File: src/rtl/core/trajectory_smoothing_correction_top_defines.svh
// ---------------------------------------------------------------------------
// trajectory smoothing correction: assertion macros
// shared property forms, clocked on clk_i and disabled while rst_ni is low
// ---------------------------------------------------------------------------
`ifndef TRAJECTORY_SMOOTHING_CORRECTION_TOP_DEFINES_SVH
`define TRAJECTORY_SMOOTHING_CORRECTION_TOP_DEFINES_SVH

// same-cycle implication
`define TSC_ASSERT_IMPLY(lbl, ante, cons, msg) \
  lbl: assert property (@(posedge clk_i) disable iff (!rst_ni) (ante) |-> (cons)) \
    else $error(msg);

// next-cycle implication
`define TSC_ASSERT_NEXT(lbl, ante, cons, msg) \
  lbl: assert property (@(posedge clk_i) disable iff (!rst_ni) (ante) |=> (cons)) \
    else $error(msg);

`endif

File: src/rtl/core/tsc_pkg.sv
// ---------------------------------------------------------------------------
// tsc_pkg
// widths, register codes and the sequencer microcode for trajectory smoothing
// ---------------------------------------------------------------------------
package tsc_pkg;

  localparam int unsigned RING_DEPTH_DEF = 64;

  localparam int unsigned DATA_W  = 24;  // x / y shift and lane data width
  localparam int unsigned ANGLE_W = 20;
  localparam int unsigned BL_W    = 7;
  localparam int unsigned SR_W    = 6;
  localparam int unsigned DIV_W   = SR_W + 1;  // window size up to 2**SR_W

  localparam logic [BL_W-1:0] BL_RESET = BL_W'(60);
  localparam logic [SR_W-1:0] SR_RESET = SR_W'(50);

  localparam int unsigned APB_AW = 3;
  localparam int unsigned APB_DW = 32;

  // register index, taken from paddr[2]
  localparam logic REG_BUFFER_LENGTH    = 1'b0;
  localparam logic REG_SMOOTHING_RADIUS = 1'b1;

  localparam int unsigned STEP_W = 4;
  localparam logic [STEP_W-1:0] STEP_LOAD    = 4'd0;
  localparam logic [STEP_W-1:0] STEP_SETUP   = 4'd1;
  localparam logic [STEP_W-1:0] STEP_WALK    = 4'd2;
  localparam logic [STEP_W-1:0] STEP_FLUSH   = 4'd3;
  localparam logic [STEP_W-1:0] STEP_DIVINIT = 4'd4;
  localparam logic [STEP_W-1:0] STEP_DIVSTEP = 4'd5;
  localparam logic [STEP_W-1:0] STEP_SIGN    = 4'd6;
  localparam logic [STEP_W-1:0] STEP_SUM     = 4'd7;
  localparam logic [STEP_W-1:0] STEP_EMIT    = 4'd8;

  typedef enum logic [3:0] {
    OP_NOP,
    OP_LOAD,
    OP_SETUP,
    OP_ACC,
    OP_FLUSH,
    OP_DIVINIT,
    OP_DIVSTEP,
    OP_SIGN,
    OP_SUM,
    OP_EMIT
  } op_e;

  // stay on the current step while the condition holds
  typedef enum logic [2:0] {
    H_NONE,
    H_NO_INPUT,
    H_WALK_MORE,
    H_DIV_MORE,
    H_OUT_BUSY
  } hold_e;

  typedef struct packed {
    op_e               op;
    hold_e             hold;
    logic              jump;
    logic [STEP_W-1:0] target;
  } ucode_t;

  typedef struct packed {
    logic load;
    logic acc;
    logic tail;
    logic flush;
    logic div_init;
    logic div_step;
    logic sign;
    logic sum;
  } lane_ctl_t;

  function automatic ucode_t ucode_rom(input logic [STEP_W-1:0] step);
    ucode_t w;
    w = '{op: OP_NOP, hold: H_NONE, jump: 1'b1, target: STEP_LOAD};
    unique case (step)
      STEP_LOAD:    w = '{op: OP_LOAD,    hold: H_NO_INPUT,  jump: 1'b0, target: STEP_LOAD};
      STEP_SETUP:   w = '{op: OP_SETUP,   hold: H_NONE,      jump: 1'b0, target: STEP_LOAD};
      STEP_WALK:    w = '{op: OP_ACC,     hold: H_WALK_MORE, jump: 1'b0, target: STEP_LOAD};
      STEP_FLUSH:   w = '{op: OP_FLUSH,   hold: H_NONE,      jump: 1'b0, target: STEP_LOAD};
      STEP_DIVINIT: w = '{op: OP_DIVINIT, hold: H_NONE,      jump: 1'b0, target: STEP_LOAD};
      STEP_DIVSTEP: w = '{op: OP_DIVSTEP, hold: H_DIV_MORE,  jump: 1'b0, target: STEP_LOAD};
      STEP_SIGN:    w = '{op: OP_SIGN,    hold: H_NONE,      jump: 1'b0, target: STEP_LOAD};
      STEP_SUM:     w = '{op: OP_SUM,     hold: H_NONE,      jump: 1'b0, target: STEP_LOAD};
      STEP_EMIT:    w = '{op: OP_EMIT,    hold: H_OUT_BUSY,  jump: 1'b1, target: STEP_LOAD};
      default:      w = '{op: OP_NOP,     hold: H_NONE,      jump: 1'b1, target: STEP_LOAD};
    endcase
    return w;
  endfunction

endpackage

File: src/rtl/core/tsc_lane.sv
// ---------------------------------------------------------------------------
// tsc_lane
// one motion component: trajectory walk, window sum, serial divide, saturate
// ---------------------------------------------------------------------------
module tsc_lane #(
  parameter int unsigned ACC_W = 30,
  parameter int unsigned SUM_W = 36,
  parameter int unsigned OUT_W = 24
) (
  input  logic                              clk_i,
  input  tsc_pkg::lane_ctl_t                ctl_i,
  input  logic signed [tsc_pkg::DATA_W-1:0] new_data_i,
  input  logic signed [tsc_pkg::DATA_W-1:0] ring_data_i,
  input  logic [tsc_pkg::DIV_W-1:0]         div_n_i,
  output logic signed [OUT_W-1:0]           result_o
);

  localparam int unsigned DW    = tsc_pkg::DATA_W;
  localparam int unsigned NW    = tsc_pkg::DIV_W;
  localparam int unsigned RES_W = SUM_W + 2;

  logic signed [DW-1:0]    new_q;
  logic signed [ACC_W-1:0] traj_q;
  logic signed [SUM_W-1:0] sum_q;
  logic                    tail_q;
  logic signed [ACC_W:0]   diff_q;
  logic [SUM_W-1:0]        quo_q;
  logic [NW-1:0]           rem_q;
  logic                    neg_q;
  logic signed [SUM_W:0]   qs_q;
  logic signed [RES_W-1:0] res_q;

  logic signed [ACC_W-1:0] ring_ext;
  logic signed [SUM_W-1:0] traj_add;
  logic [NW:0]             shifted;
  logic [NW:0]             trial;
  logic                    fits;
  logic [SUM_W-1:0]        mag;
  logic                    in_range;

  assign ring_ext = {{(ACC_W-DW){ring_data_i[DW-1]}}, ring_data_i};
  // trajectory point of the previous entry joins the sum once inside the window
  assign traj_add = tail_q ? {{(SUM_W-ACC_W){traj_q[ACC_W-1]}}, traj_q} : '0;

  // restoring divide, one quotient bit per step
  assign shifted = {rem_q, quo_q[SUM_W-1]};
  assign trial   = shifted - {1'b0, div_n_i};
  assign fits    = ~trial[NW];
  assign mag     = sum_q[SUM_W-1] ? SUM_W'(-sum_q) : SUM_W'(sum_q);

  always_ff @(posedge clk_i) begin
    if (ctl_i.load) begin
      new_q  <= new_data_i;
      traj_q <= '0;
      sum_q  <= '0;
      tail_q <= 1'b0;
    end else if (ctl_i.acc) begin
      traj_q <= traj_q + ring_ext;
      tail_q <= ctl_i.tail;
      sum_q  <= sum_q + traj_add;
    end else if (ctl_i.flush) begin
      sum_q  <= sum_q + traj_add;
      diff_q <= {{(ACC_W+1-DW){new_q[DW-1]}}, new_q} - {traj_q[ACC_W-1], traj_q};
    end else if (ctl_i.div_init) begin
      quo_q <= mag;
      rem_q <= '0;
      neg_q <= sum_q[SUM_W-1];
    end else if (ctl_i.div_step) begin
      quo_q <= {quo_q[SUM_W-2:0], fits};
      rem_q <= fits ? trial[NW-1:0] : shifted[NW-1:0];
    end else if (ctl_i.sign) begin
      qs_q <= neg_q ? -$signed({1'b0, quo_q}) : $signed({1'b0, quo_q});
    end else if (ctl_i.sum) begin
      res_q <= {{(RES_W-ACC_W-1){diff_q[ACC_W]}}, diff_q} + {qs_q[SUM_W], qs_q};
    end
  end

  assign in_range = (&res_q[RES_W-1:OUT_W-1]) | ~(|res_q[RES_W-1:OUT_W-1]);

  always_comb begin
    if (in_range) begin
      result_o = res_q[OUT_W-1:0];
    end else if (res_q[RES_W-1]) begin
      result_o = {1'b1, {(OUT_W-1){1'b0}}};
    end else begin
      result_o = {1'b0, {(OUT_W-1){1'b1}}};
    end
  end

endmodule

File: config.mk
export PLATFORM = sky130hd
export DESIGN_NAME = tsc_lane
export DESIGN_NICKNAME = d
export VERILOG_FILES = /design/src/rtl/core/trajectory_smoothing_correction_top_defines.svh /design/src/rtl/core/tsc_pkg.sv /design/src/rtl/core/tsc_lane.sv
export SDC_FILE = /design/constraint.sdc
export NUM_CORES = 1
export LEC_CHECK = 0
export BUFFER_PORTS_ARGS = -buffer_cell sky130_fd_sc_hd__buf_2
export CORE_MARGIN = 4
export CORE_UTILIZATION = 40
export DETAILED_ROUTE_END_ITERATION = 10
export PLACE_DENSITY = 0.56
export SYNTH_ARGS = -nofsm -noshare
export SYNTH_HDL_FRONTEND = slang
export SYNTH_SLANG_ARGS = --single-unit
File: constraint.sdc
create_clock -name clk_i -period 8.4 [get_ports clk_i]
set_input_delay 1.68 -clock clk_i [delete_from_list [all_inputs] [get_ports clk_i]]
set_output_delay 1.68 -clock clk_i [all_outputs]
set_load 0.005 [all_outputs]
== Word-level counts from Yosys, hierarchy flattened ==
Index checks and enable logic that the tools add are counted.
Operators by class
  add/subtract/negate cells: 7
  muxes and demuxes: 11
  bitwise gates (word level): 9
  reductions and logical operators: 9
Operators with widths (count)
  two-way mux 36 bit: 7
  two-way mux 24 bit: 2
  adder 31 x 37 -> 38 bit: 1
  negator 36 -> 37 bit: 1
  adder 36 bit: 1
  negator 36 bit: 1
  subtractor 24 x 30 -> 31 bit: 1
  adder 30 x 24 -> 30 bit: 1
  AND reduction 15 bit: 1
  OR reduction 15 bit: 1
  two-way mux 7 bit: 2
  inverter 1 bit: 8
  AND reduction 4 bit: 2
  subtractor 8 x 7 -> 8 bit: 1
  AND reduction 7 bit: 1
  AND reduction 6 bit: 1
  nonzero test 2 bit: 2
  AND reduction 3 bit: 1
  bitwise OR 1 bit: 1
Storage, ports and cells
  register bits after elaboration: 241
  bits of input ports: 64
  output and inout bits: 24

== Longest topological paths before layout ==
Gate-level depths: netlist of the first run.
  depth after elaboration: 4
  mapped depth: 13

== Worst setup path before layout of the first run ==
No wires, ideal clock.
  path kind: input to register
  start: input ctl_i[6] (netlist name)
  end: register quo_q[0], enable pin
  library setup time: 0.496 ns
  arrival time: 5.539 ns
  data required time: 7.904 ns
  slack: 2.364 ns
  stages on the path: 5
  path through: or2_2 -> clkbuf_1 -> clkbuf_1 -> buf_1 -> nor3_1
On the way
  longest elaborated chain between the ends: 2
RTL lines
  start: declaration: RTL line tsc_lane.sv:11  | input tsc_pkg::lane_ctl_t ctl_i,
  inverter 1 bit (no line)
  AND reduction 4 bit (no line)
  end signal: assignment: RTL line tsc_lane.sv:65  | quo_q <= mag;
  end signal: assignment: RTL line tsc_lane.sv:69  | quo_q <= {quo_q[SUM_W-2:0], fits};
  end: declaration: RTL line tsc_lane.sv:27  | logic [SUM_W-1:0] quo_q;
No other way between the ends.
A chain may end at the register's enable or synchronous reset.

== Worst setup path in the final report of the first run ==
  start: register res_q[37]
  end: output result_o[7]
On the way
  longest elaborated chain between the ends: 4
RTL lines
  start: declaration: RTL line tsc_lane.sv:31  | logic signed [RES_W-1:0] res_q;
  start signal: assignment: RTL line tsc_lane.sv:74  | res_q <= {{(RES_W-ACC_W-1){diff_q[ACC_W]}}, diff_q} + {qs_q[SUM_W], qs_q};
  OR reduction 15 bit: RTL line tsc_lane.sv:78  | assign in_range = (&res_q[RES_W-1:OUT_W-1]) | ~(|res_q[RES_W-1:OUT_W-1]);
  inverter 1 bit: RTL line tsc_lane.sv:78
  bitwise OR 1 bit: RTL line tsc_lane.sv:78
  two-way mux 24 bit (*): RTL line tsc_lane.sv:81  | if (in_range) begin
  end: declaration: RTL line tsc_lane.sv:15  | output logic signed [OUT_W-1:0] result_o
Mark *: on every way between the ends. The rest lies on a longest branch, timed or not.

==> out/qor.yml, run 1 <==
synth:
  synth_edf_count: 174
  avgSynthCellArea_um2: 9.22
  synthCells: 1858
  syn_nets: 2067
  async_flop_share_pct: 0
  yosysWarnings: 0
  ys_ff_latch: 241
  synthFlopType: "edfxtp_1"
  syn-cell-area_um2: 17100
  yosysSeqAreaShare_pct: 38.3
  synth_cell_types: 74
timing:
  slew_headroom_pct: 30.3
  max_freq_mhz: 218
  finClkSkew_ps: 18.0
  fin_ws_ps: 3810
  fin_tns_setup_ps: 0
  min_period_ps: 4590
  grt_setup_unrepaired: "no"
  drv_slew: 0
  setup_viol: 0
  tightest_slew_ps: 1020
  finalCritPeriodShare_pct: 54.7
  hold_viol: 0
power_and_ir_drop:
  power_density_nw_per_um2: 191
  p_leak_nw: 7.82
  ir_worst_vdd_uv: 109
clock_tree:
  clkSlewWorstSetupHoldPaths_ps: 50
  clk_latency_ps: 560
  cts_buffers: 28
  cts-root-buf: "clkbuf_16"
  ctsHtreeMaxLevel: 1
  cts.path.max_buffers: 3
  hold_buffers: 0
  post_cts_resized: 0
  cts_sinks: 241
  postCtsSetupBuffers: 0
  cts_tree: "done"
floorplan:
  start_util_pct: 40.7
  die_w_um: 215
  pin_count: 88
  num_rows: 75
  fp.dieH_um: 215
  design.die.area_um2: 46200
  core_um2: 42100
setup_path:
  r2r_cells: 10
  cp.arrival_ps: 2910
  worstPathMaxFanout: 24
  timing.rr.start: "tail_q"
  path_cells: "nor4_1 -> and4_1 -> or3_1 -> nand2_1 -> buf_2"
  critical_path_required_ps: 6720
  endpoint_kind: "output port"
  worstSetupPathType: "reg -> out"
  crit_path_start_kind: "flip-flop"
  slowest_stage: "or3_1"
  r2r_slack_ps: 4320
  regToRegEndpoint: "sum_q[34]"
  cp_slowest_stage_delay_ps: 660
layout:
  diodes: 0
  fill_cells: 4134
  area_growth_pct: 11.3
  final_layout_size_suffix_gt1_share_pct: 8.84
  multi_input_area_um2: 9980
  nets: 2132
  seq_area_um2: 6570
place:
  numPortBuffers: 87
  hpwl_um: 31200
  globalplace.congestion: 0.909
  post-place-ws_ps: 3710
min_path:
  min-delay-start: "sum_q[25]"
  hold_end: "sum_q[25]"
  hold_path_class: "reg -> reg"
  min_path_cells: 2
drt:
  drt_wl_total_um: 39600
  drcViolationCount: 0
  via_per_inst: 5.41
  avgRoutedWirePerCell_um: 16.0
  first_iter_violations: 724
  vias: 13400
  ant_nets: 0
  dr.pass1.iters: 5
grt:
  grt_pass1_vias: 13000
  track_usage_pct: 16.8
  grt_pass1_wl_um: 65700
  grt_max_degree: 82
  grt_antenna_before_repair: 0
  grt-ovfl-total: 0
run:
  max_cap_viol_count: 0
outcome:
  status: "completed"
==> Yosys cell counts, types with 5 or more instances <==
cell type  instances  share of area (%)
or3_1             17               0.62
and2_1            38                1.4
o21ai_0          120                3.5
o21a_1            13               0.57
nand4_1           18               0.66
o21bai_1          19               0.83
and4_1             5               0.26
a21oi_1          177                5.2
nand3_1           34               0.99
xnor2_1          101                5.2
o22ai_1            6               0.22
nor3_1            34               0.99
a211oi_1          17               0.75
xor2_1            66                3.4
a21boi_0          10               0.44
nand2b_1          23               0.84
or4_1             10               0.44
ha_1             140                 10
a31oi_1           15               0.55
mux2i_1           22                1.3
edfxtp_1         174                 31
nor3b_1            7               0.31
dfxtp_1           67                7.8
nor2_1           138                3.0
a21o_1            84                3.7
nand2_1          168                3.7
fa_1               5               0.58
a311oi_1           9               0.46
nor4_1            11               0.40
and3_1            14               0.51
o41ai_1           16               0.82
clkbuf_1          54                1.2
nor2b_1           19               0.69
a211o_1            6               0.31
a22o_1             5               0.26
o311ai_0           6               0.31
a2111oi_0          5               0.26
o31ai_1           23                1.0
inv_1             85                1.9
or2_2              6               0.22
==> layout make-up <==
type | count | share of cell area [%]
Sequential cell | 241 | 34.4
Timing Repair Buffer | 98 | 2.73
Clock buffer | 34 | 3.90
Inverter | 85 | 1.67
Multi-Input combinational cell | 1469 | 52.3
Tap cell | 539 | 3.54
Clock inverter | 18 | 1.39
==> registers in the layout, summed over array words and instances, names as in the netlist <==
name / cells
tail_q: 1
traj_q: 30
neg_q: 1
res_q: 38
diff_q: 31
rem_q: 7
quo_q: 36
qs_q: 37
sum_q: 36
new_q: 24
==> worst max-delay path: cells and delay by family, from the launching register on <==
family / cells / cell delay [ps]
and+or+nand+nor: 4 / 1740
buffers and inverters: 1 / 170
DFF: 1 / 450
==> layer usage <==
metal / global-route usage, % / wire [um] / up-vias / part of all wire (%)
met4: 4.43 / 881 / 0 / 2.2
met1: 24.3 / 19700 / 6175 / 50
met3: 1.78 / 1510 / 53 / 3.8
li1: - / - / 6995 / -
met5: 0 / 0 / - / 0
met2: 27.0 / 17500 / 211 / 44
==> logic make-up after synthesis <==
kind of cell / count (synthesis) / share of synthesized area, %
AOI/OAI and AO/OA: 562 / 20.8
and+or+nand+nor: 572 / 16.7
muxes: 23 / 1.35
adders and majority gates: 145 / 10.8
buffers and inverters: 148 / 3.52
DFF: 241 / 38.3
xor gates and xnor gates: 167 / 8.54
==> per-stage QoR <==
stage	power, W	utilization (%)	instances	area, um2	hold slack [ps]
after global placement	0.00235	42.9	2432	18100	487
final	0.00364	45.3	2484	19100	496
after detailed placement	0.00236	42.9	2432	18100	493
after global routing	0.00386	45.3	2484	19100	527
after CTS	0.00368	45.3	2484	19100	502
after floorplan	0.00214	-	1858	17100	438
==> how the worst max path moves through the flow <==
stage,from,endpoint,cells after the start
4_1_cts,res_q[37],result_o[12],5
6_report,res_q[37],result_o[7],5
5_1_grt,res_q[37],result_o[12],5
3_5_place_dp,ctl_i[6],res_q[2],5
3_3_place_gp,ctl_i[6],res_q[2],5
2_1_floorplan,ctl_i[6],quo_q[0],5
==> report_power, final <==
part | total, W | internal [W] | switching, W
Clock | 0.00131 | 0.000818 | 0.000489
Sequential | 0.00145 | 0.00137 | 0.0000775
Combinational | 0.000889 | 0.000385 | 0.000504
==> cell usage in the layout (no fill, tap or decap), drive strengths merged, types with 12 or more instances in the layout <==
cell	instances
o21ai	121
and2	38
dfxtp	67
xor2	66
nand2	168
nand2b	23
and3	14
nor2b	19
o41ai	16
nand3	34
nor2	138
buf	98
edfxtp	174
a21oi	177
nor4	12
mux2i	22
o21bai	19
a211oi	17
nand4	18
or3	23
clkbuf	34
or4	12
xnor2	101
a21o	84
a31oi	15
inv	86
nor3	34
o21a	13
o31ai	24
ha	140
No activity file was read; power rests on OpenSTA's default activity.
==> inputs of run 2 (changes only) <==
==> constraint.sdc (replaced) <==
create_clock -name clk_i -period 4.25 [get_ports clk_i]
set_input_delay 0.85 -clock clk_i [delete_from_list [all_inputs] [get_ports clk_i]]
set_output_delay 0.85 -clock clk_i [all_outputs]
set_load 0.005 [all_outputs]
==> run 2 against run 1 <==
Compared with the run above:
- count of clock-buffer cells in the layout increased by 2
- combinational power increased by 100%
- worst setup slack got worse by 3500 ps
- power increased by 95%
- critical path depth increased by 6
- highest routed layer is now met5
- utilization increased by 0.11 points
- worst hold slack got worse by 20 ps
- final area increased by 0.24%
- sequential cell count unchanged
- non-clock buffer count increased by 13
- largest cell class unchanged
==> out/qor.yml, run 2 (synthesis results as in run 1) <==
floorplan:
  core_um2: 42100  # unchanged
  die_w_um: 215  # unchanged
  num_rows: 75  # unchanged
  fp.dieH_um: 215  # unchanged
  design.die.area_um2: 46200  # unchanged
  start_util_pct: 40.7  # unchanged
  pin_count: 88  # unchanged
drt:
  avgRoutedWirePerCell_um: 16.2  # +1.3%
  wl_met2_um: 17900  # +2.1%
  drcViolationCount: 0  # unchanged
  top_layer_used: "met5"
  drt_wl_total_um: 40400  # +1.8%
  first_iter_violations: 617  # -15%
  met1_length_um: 20200  # +2.2%
  dr.pass1.iters: 5  # unchanged
  met3WireLength_um: 1510  # unchanged
  ant_nets: 0  # unchanged
  vias: 13400  # +0.0074%
  via_per_inst: 5.38  # -0.55%
timing:
  hold_viol: 0  # unchanged
  drv_slew: 0  # unchanged
  slew_headroom_pct: 42.1  # +12 points
  max_freq_mhz: 252
  tightest_slew_ps: 857  # -161 ps
  finalCritPeriodShare_pct: 93.4
  setup_viol: 0  # unchanged
  fin_tns_setup_ps: 0  # unchanged
  grt_setup_unrepaired: "no"
  finClkSkew_ps: 16.2  # -1.82 ps
  min_period_ps: 3970
grt:
  track_usage_pct: 17.1  # +0.26 points
  grt_pass1_wl_um: 66300  # +1.0%
  grt_pass1_vias: 13000  # +0.015%
  grt_antenna_before_repair: 2  # +2
  grt-ovfl-total: 0  # unchanged
  grt_max_degree: 49  # -40%
clock_tree:
  hold_buffers: 0  # unchanged
  clk_latency_ps: 550  # about the same
  cts_sinks: 241  # unchanged
  cts_buffers: 28  # unchanged
  clkSlewWorstSetupHoldPaths_ps: 60  # about the same
  cts.path.max_buffers: 3  # unchanged
  cts_tree: "done"
  post_cts_resized: 0  # unchanged
  ctsHtreeMaxLevel: 1  # unchanged
  cts-root-buf: "clkbuf_16"
  postCtsSetupBuffers: 0  # unchanged
power_and_ir_drop:
  power_density_nw_per_um2: 371  # +94%
  fin_total_pwr_w: 0.00709  # +95%
  p_leak_nw: 7.85  # +0.39%
  ir_worst_vdd_uv: 216  # +98%
layout:
  largest_register_ffs: 38  # unchanged
  final_common_cell: "a21oi_1"
  nets: 2145  # +0.61%
  mostFrequentLayoutCells: "a21oi_1 (177), edfxtp_1 (174), nand2_1 (168), ha_1 (140), nor2_1 (137)"
  seq_area_um2: 6570  # unchanged
  reg_top3: "res_q (38), qs_q (37)"
  area_growth_pct: 11.6
  final_layout_size_suffix_gt1_share_pct: 9.40  # +0.55 points
  regMostFlops: "res_q"
  multi_input_area_um2: 9980  # about the same
  fill_cells: 4046  # -2.1%
setup_path:
  critical_path_required_ps: 4540  # -2180 ps
  r2r_cells: 11  # +1
  endpoint_kind: "flip-flop"
  critPathCapture: "res_q[36]"
  worstPathMaxFanout: 4  # -83%
  crit_path_start_kind: "flip-flop"
  worstSetupPathType: "reg -> reg"
  regToRegEndpoint: "res_q[36]"
  r2r_slack_ps: 280  # -4040 ps
  cp.arrival_ps: 4260  # +1350 ps
  timing.rr.start: "diff_q[0]"
  crit_start: "diff_q[0]"
run:
  max_cap_viol_count: 0  # unchanged
place:
  numPortBuffers: 87  # unchanged
  globalplace.congestion: 0.890  # -2.1%
  hpwl_um: 31900  # +2.3%
min_path:
  hold_path_class: "in -> reg"
outcome:
  status: "completed"
==> run 2: cell count changes in the layout (fill, tap and decap cells not counted), sizes merged <==
cell	delta
diode	+1
inv	-1
bufinv	-2
clkinvlp	+3
buf	+13
clkbuf	+2
clkinv	-2
==> run 2: critical path, stage by stage (launching register included) <==
cell and delay (ps):
edfxtp_1 360, ha_1 230, fa_1 400, a21oi_1 190
o21ai_0 180, a2111oi_0 800, nor3_1 170, nor3_1 370
o41ai_1 240, a21oi_1 310, nor4b_1 120, a311o_1 330
==> run 2: final cells by class <==
class / count / share of cell area (%)
Clock buffer: 36 / 3.93
Tap cell: 539 / 3.53
Multi-Input combinational cell: 1469 / 52.2
Inverter: 85 / 1.67
Sequential cell: 241 / 34.4
Clock inverter: 16 / 1.03
Timing Repair Buffer: 111 / 3.23
Antenna cell: 1 / 0.0131
==> run 2: power breakdown <==
part,internal (W),leakage [nW],switching [W]
combinational,0.000767,5.27,0.00101
clock,0.00149,0.438,0.000961
sequential,0.00271,2.15,0.000149
total,0.00497,7.85,0.00212
==> run 2: how the worst min path moves through the flow <==
stage	start	end	slack [ps]	cells after the start
2_1_floorplan	sum_q[35]	neg_q	440	0
3_3_place_gp	sum_q[25]	sum_q[25]	490	2
3_5_place_dp	sum_q[25]	sum_q[25]	500	2
4_1_cts	new_data_i[12]	new_q[12]	440	1
5_1_grt	new_data_i[12]	new_q[12]	450	1
6_report	new_data_i[1]	new_q[1]	480	1
==> run 2: stage by stage <==
step	utilization [%]	hold slack (ps)	instance area [um2]	cells	setup slack [ps]
finish	45.4	476	19100	2498	280
global route	45.4	448	19100	2498	84.8
CTS	45.4	438	19100	2497	267
detailed placement	43.1	498	18200	2445	286
global placement	43.1	489	18200	2445	372
floorplan	-	438	17100	1858	385
==> run 2: layer usage <==
metal	global-route usage, %	up-vias
li1	-	7005
met1	24.5	6161
met2	27.7	218
met3	1.88	49
met4	4.11	2
met5	0	-
==> inputs of run 3 (changes only) <==
--- a/config.mk
+++ b/config.mk
@@ -7,9 +7,10 @@
 export LEC_CHECK = 0
 export BUFFER_PORTS_ARGS = -buffer_cell sky130_fd_sc_hd__buf_2
 export CORE_MARGIN = 4
-export CORE_UTILIZATION = 40
+export CORE_UTILIZATION = 42
 export DETAILED_ROUTE_END_ITERATION = 10
-export PLACE_DENSITY = 0.56
+export PLACE_DENSITY = 0.58
 export SYNTH_ARGS = -nofsm -noshare
 export SYNTH_HDL_FRONTEND = slang
 export SYNTH_SLANG_ARGS = --single-unit
+export TNS_END_PERCENT = 10
==> run 3 against run 2 <==
Compared with the run above:
- final cell count fell by 0.88%
- global-route usage rose by 0.64 points
- combinational power hardly changed
- sequential power hardly changed
- power rose by 1.8%
- critical endpoint unchanged
- largest power group unchanged
- highest routed layer unchanged
==> out/qor.yml, run 3 (synthesis results as in run 1) <==
outcome:
  status: "completed"
clock_tree:
  cts.path.max_buffers: 3  # unchanged
  cts_sinks: 241  # unchanged
  postCtsSetupBuffers: 0  # unchanged
  cts-root-buf: "clkbuf_16"
  hold_buffers: 0  # unchanged
  cts_buffers: 29  # +3.6%
  clk_latency_ps: 550  # about the same
  clkSlewWorstSetupHoldPaths_ps: 60  # about the same
  ctsHtreeMaxLevel: 1  # unchanged
  post_cts_resized: 0  # unchanged
  cts_tree: "done"
layout:
  regMostFlops: "res_q"
  area_growth_pct: 11.5  # about the same
  mostFrequentLayoutCells: "a21oi_1 (177), edfxtp_1 (174), nand2_1 (168), ha_1 (140), nor2_1 (137)"
  diodes: 0  # -1
  fin_cells: 2476  # -0.88%
  largest_register_ffs: 38  # unchanged
  final_common_cell: "a21oi_1"
  reg_top3: "res_q (38), qs_q (37)"
  nets: 2141  # -0.19%
  fill_cells: 3812  # -5.8%
  final_layout_size_suffix_gt1_share_pct: 9.28  # -0.12 points
timing:
  min_period_ps: 3950  # -15.6 ps
  tightest_slew_ps: 872  # +14.6 ps
  drv_slew: 0  # unchanged
  finalCritPeriodShare_pct: 93.0  # -0.37 points
  setup_viol: 0  # unchanged
  grt_setup_unrepaired: "no"
  holdWs_ps: 471  # -4.86 ps
  hold_viol: 0  # unchanged
  fin_tns_setup_ps: 0  # unchanged
  finClkSkew_ps: 15.7  # -0.450 ps
  slew_headroom_pct: 40.4  # -1.7 points
  max_freq_mhz: 253  # +0.39%
place:
  numPortBuffers: 87  # unchanged
  globalplace.congestion: 0.881  # -0.98%
  dp_cells: 2426  # -0.78%
  hpwl_um: 31500  # -1.1%
power_and_ir_drop:
  p_leak_nw: 7.87  # +0.27%
  power_density_nw_per_um2: 378  # +1.9%
  ir_worst_vdd_uv: 234  # +7.9%
drt:
  drcViolationCount: 0  # unchanged
  via_per_inst: 5.46  # +1.5%
  dr.pass1.iters: 5  # unchanged
  drt_wl_total_um: 40100  # -0.62%
  first_iter_violations: 686  # +11%
  ant_nets: 0  # unchanged
  vias: 13500  # +0.59%
  avgRoutedWirePerCell_um: 16.2  # +0.26%
grt:
  use_met3_pct: 2.13  # +0.25 points
  track_usage_pct: 17.7  # +0.64 points
  met2_usage_pct: 28.5  # +0.76 points
  grt_max_degree: 81  # +65%
  grt_pass1_vias: 12800  # -1.1%
  grt_antenna_before_repair: 1  # -1
  grt_pass1_wl_um: 65400  # -1.3%
  grtUsageMet1_pct: 25.9  # +1.4 points
  grt_busiest_layer: "met2"
  grt-ovfl-total: 0  # unchanged
setup_path:
  crit_path_start_kind: "flip-flop"
  worstSetupPathType: "reg -> reg"
  cp.arrival_ps: 4250  # about the same
  critical_path_required_ps: 4550  # about the same
  worstPathMaxFanout: 4  # unchanged
  endpoint_kind: "flip-flop"
floorplan:
  fp.dieH_um: 210  # -2.3%
  die_w_um: 210  # -2.3%
  core_um2: 40000  # -5.1%
  pin_count: 88  # unchanged
  num_rows: 73  # -2.7%
  design.die.area_um2: 44100  # -4.6%
  start_util_pct: 42.8  # +2.2 points
run:
  max_cap_viol_count: 0  # unchanged
min_path:
  hold_path_class: "in -> reg"
==> run 3: path summary, 6_finish.rpt <==
kind	startpoint	to	slack, ps	depth (start not counted)
setup / recovery	diff_q[0]	res_q[36]	300	11
hold / removal	new_data_i[1]	new_q[1]	470	1
setup reg to reg	diff_q[0]	res_q[36]	300	11
hold reg to reg	sum_q[17]	sum_q[17]	510	2
==> run 3: cell type report <==
cell class | instances | area, um2 | share of cell area, %
Clock buffer | 29 | 726 | 3.80
Tap cell | 525 | 657 | 3.44
Inverter | 85 | 319 | 1.67
Clock inverter | 21 | 272 | 1.42
Timing Repair Buffer | 106 | 581 | 3.04
Sequential cell | 241 | 6570 | 34.4
Multi-Input combinational cell | 1469 | 9980 | 52.3
==> run 3: metrics by stage <==
stage / area (um2) / power (W) / setup slack [ps] / utilization (%)
after floorplan: 17100 / 0.00422 / 385 / -
after global placement: 18100 / 0.00464 / 420 / 45.3
after detailed placement: 18100 / 0.00467 / 291 / 45.3
after CTS: 19100 / 0.00729 / 267 / 47.7
after global routing: 19100 / 0.00763 / 43.5 / 47.7
final: 19100 / 0.00722 / 296 / 47.7
==> run 3: worst max-delay path, stage by stage (launching register included) <==
cell and delay, ps:
edfxtp_1 370, ha_1 230, fa_1 400, a21oi_1 180, o21ai_0 170, a2111oi_0 840, nor3_1 160, nor3_1 370
o41ai_1 240, a21oi_1 310, nor4b_1 110, a311o_1 320
==> run 3: power breakdown <==
group	switching (W)	leakage, nW	internal (W)	total, W
logic	0.00101	5.24	0.000765	0.00177
registers	0.000149	2.15	0.00271	0.00286
clock network	0.000983	0.485	0.00160	0.00259
total	0.00214	7.87	0.00508	0.00722
==> run 3: routing by layer <==
layer / vias to the layer above / wire length (um)
met2: 209 / 17900
met4: 2 / 638
met1: 6270 / 20000
li1: 6999 / -
met3: 34 / 1570
met5: - / 7
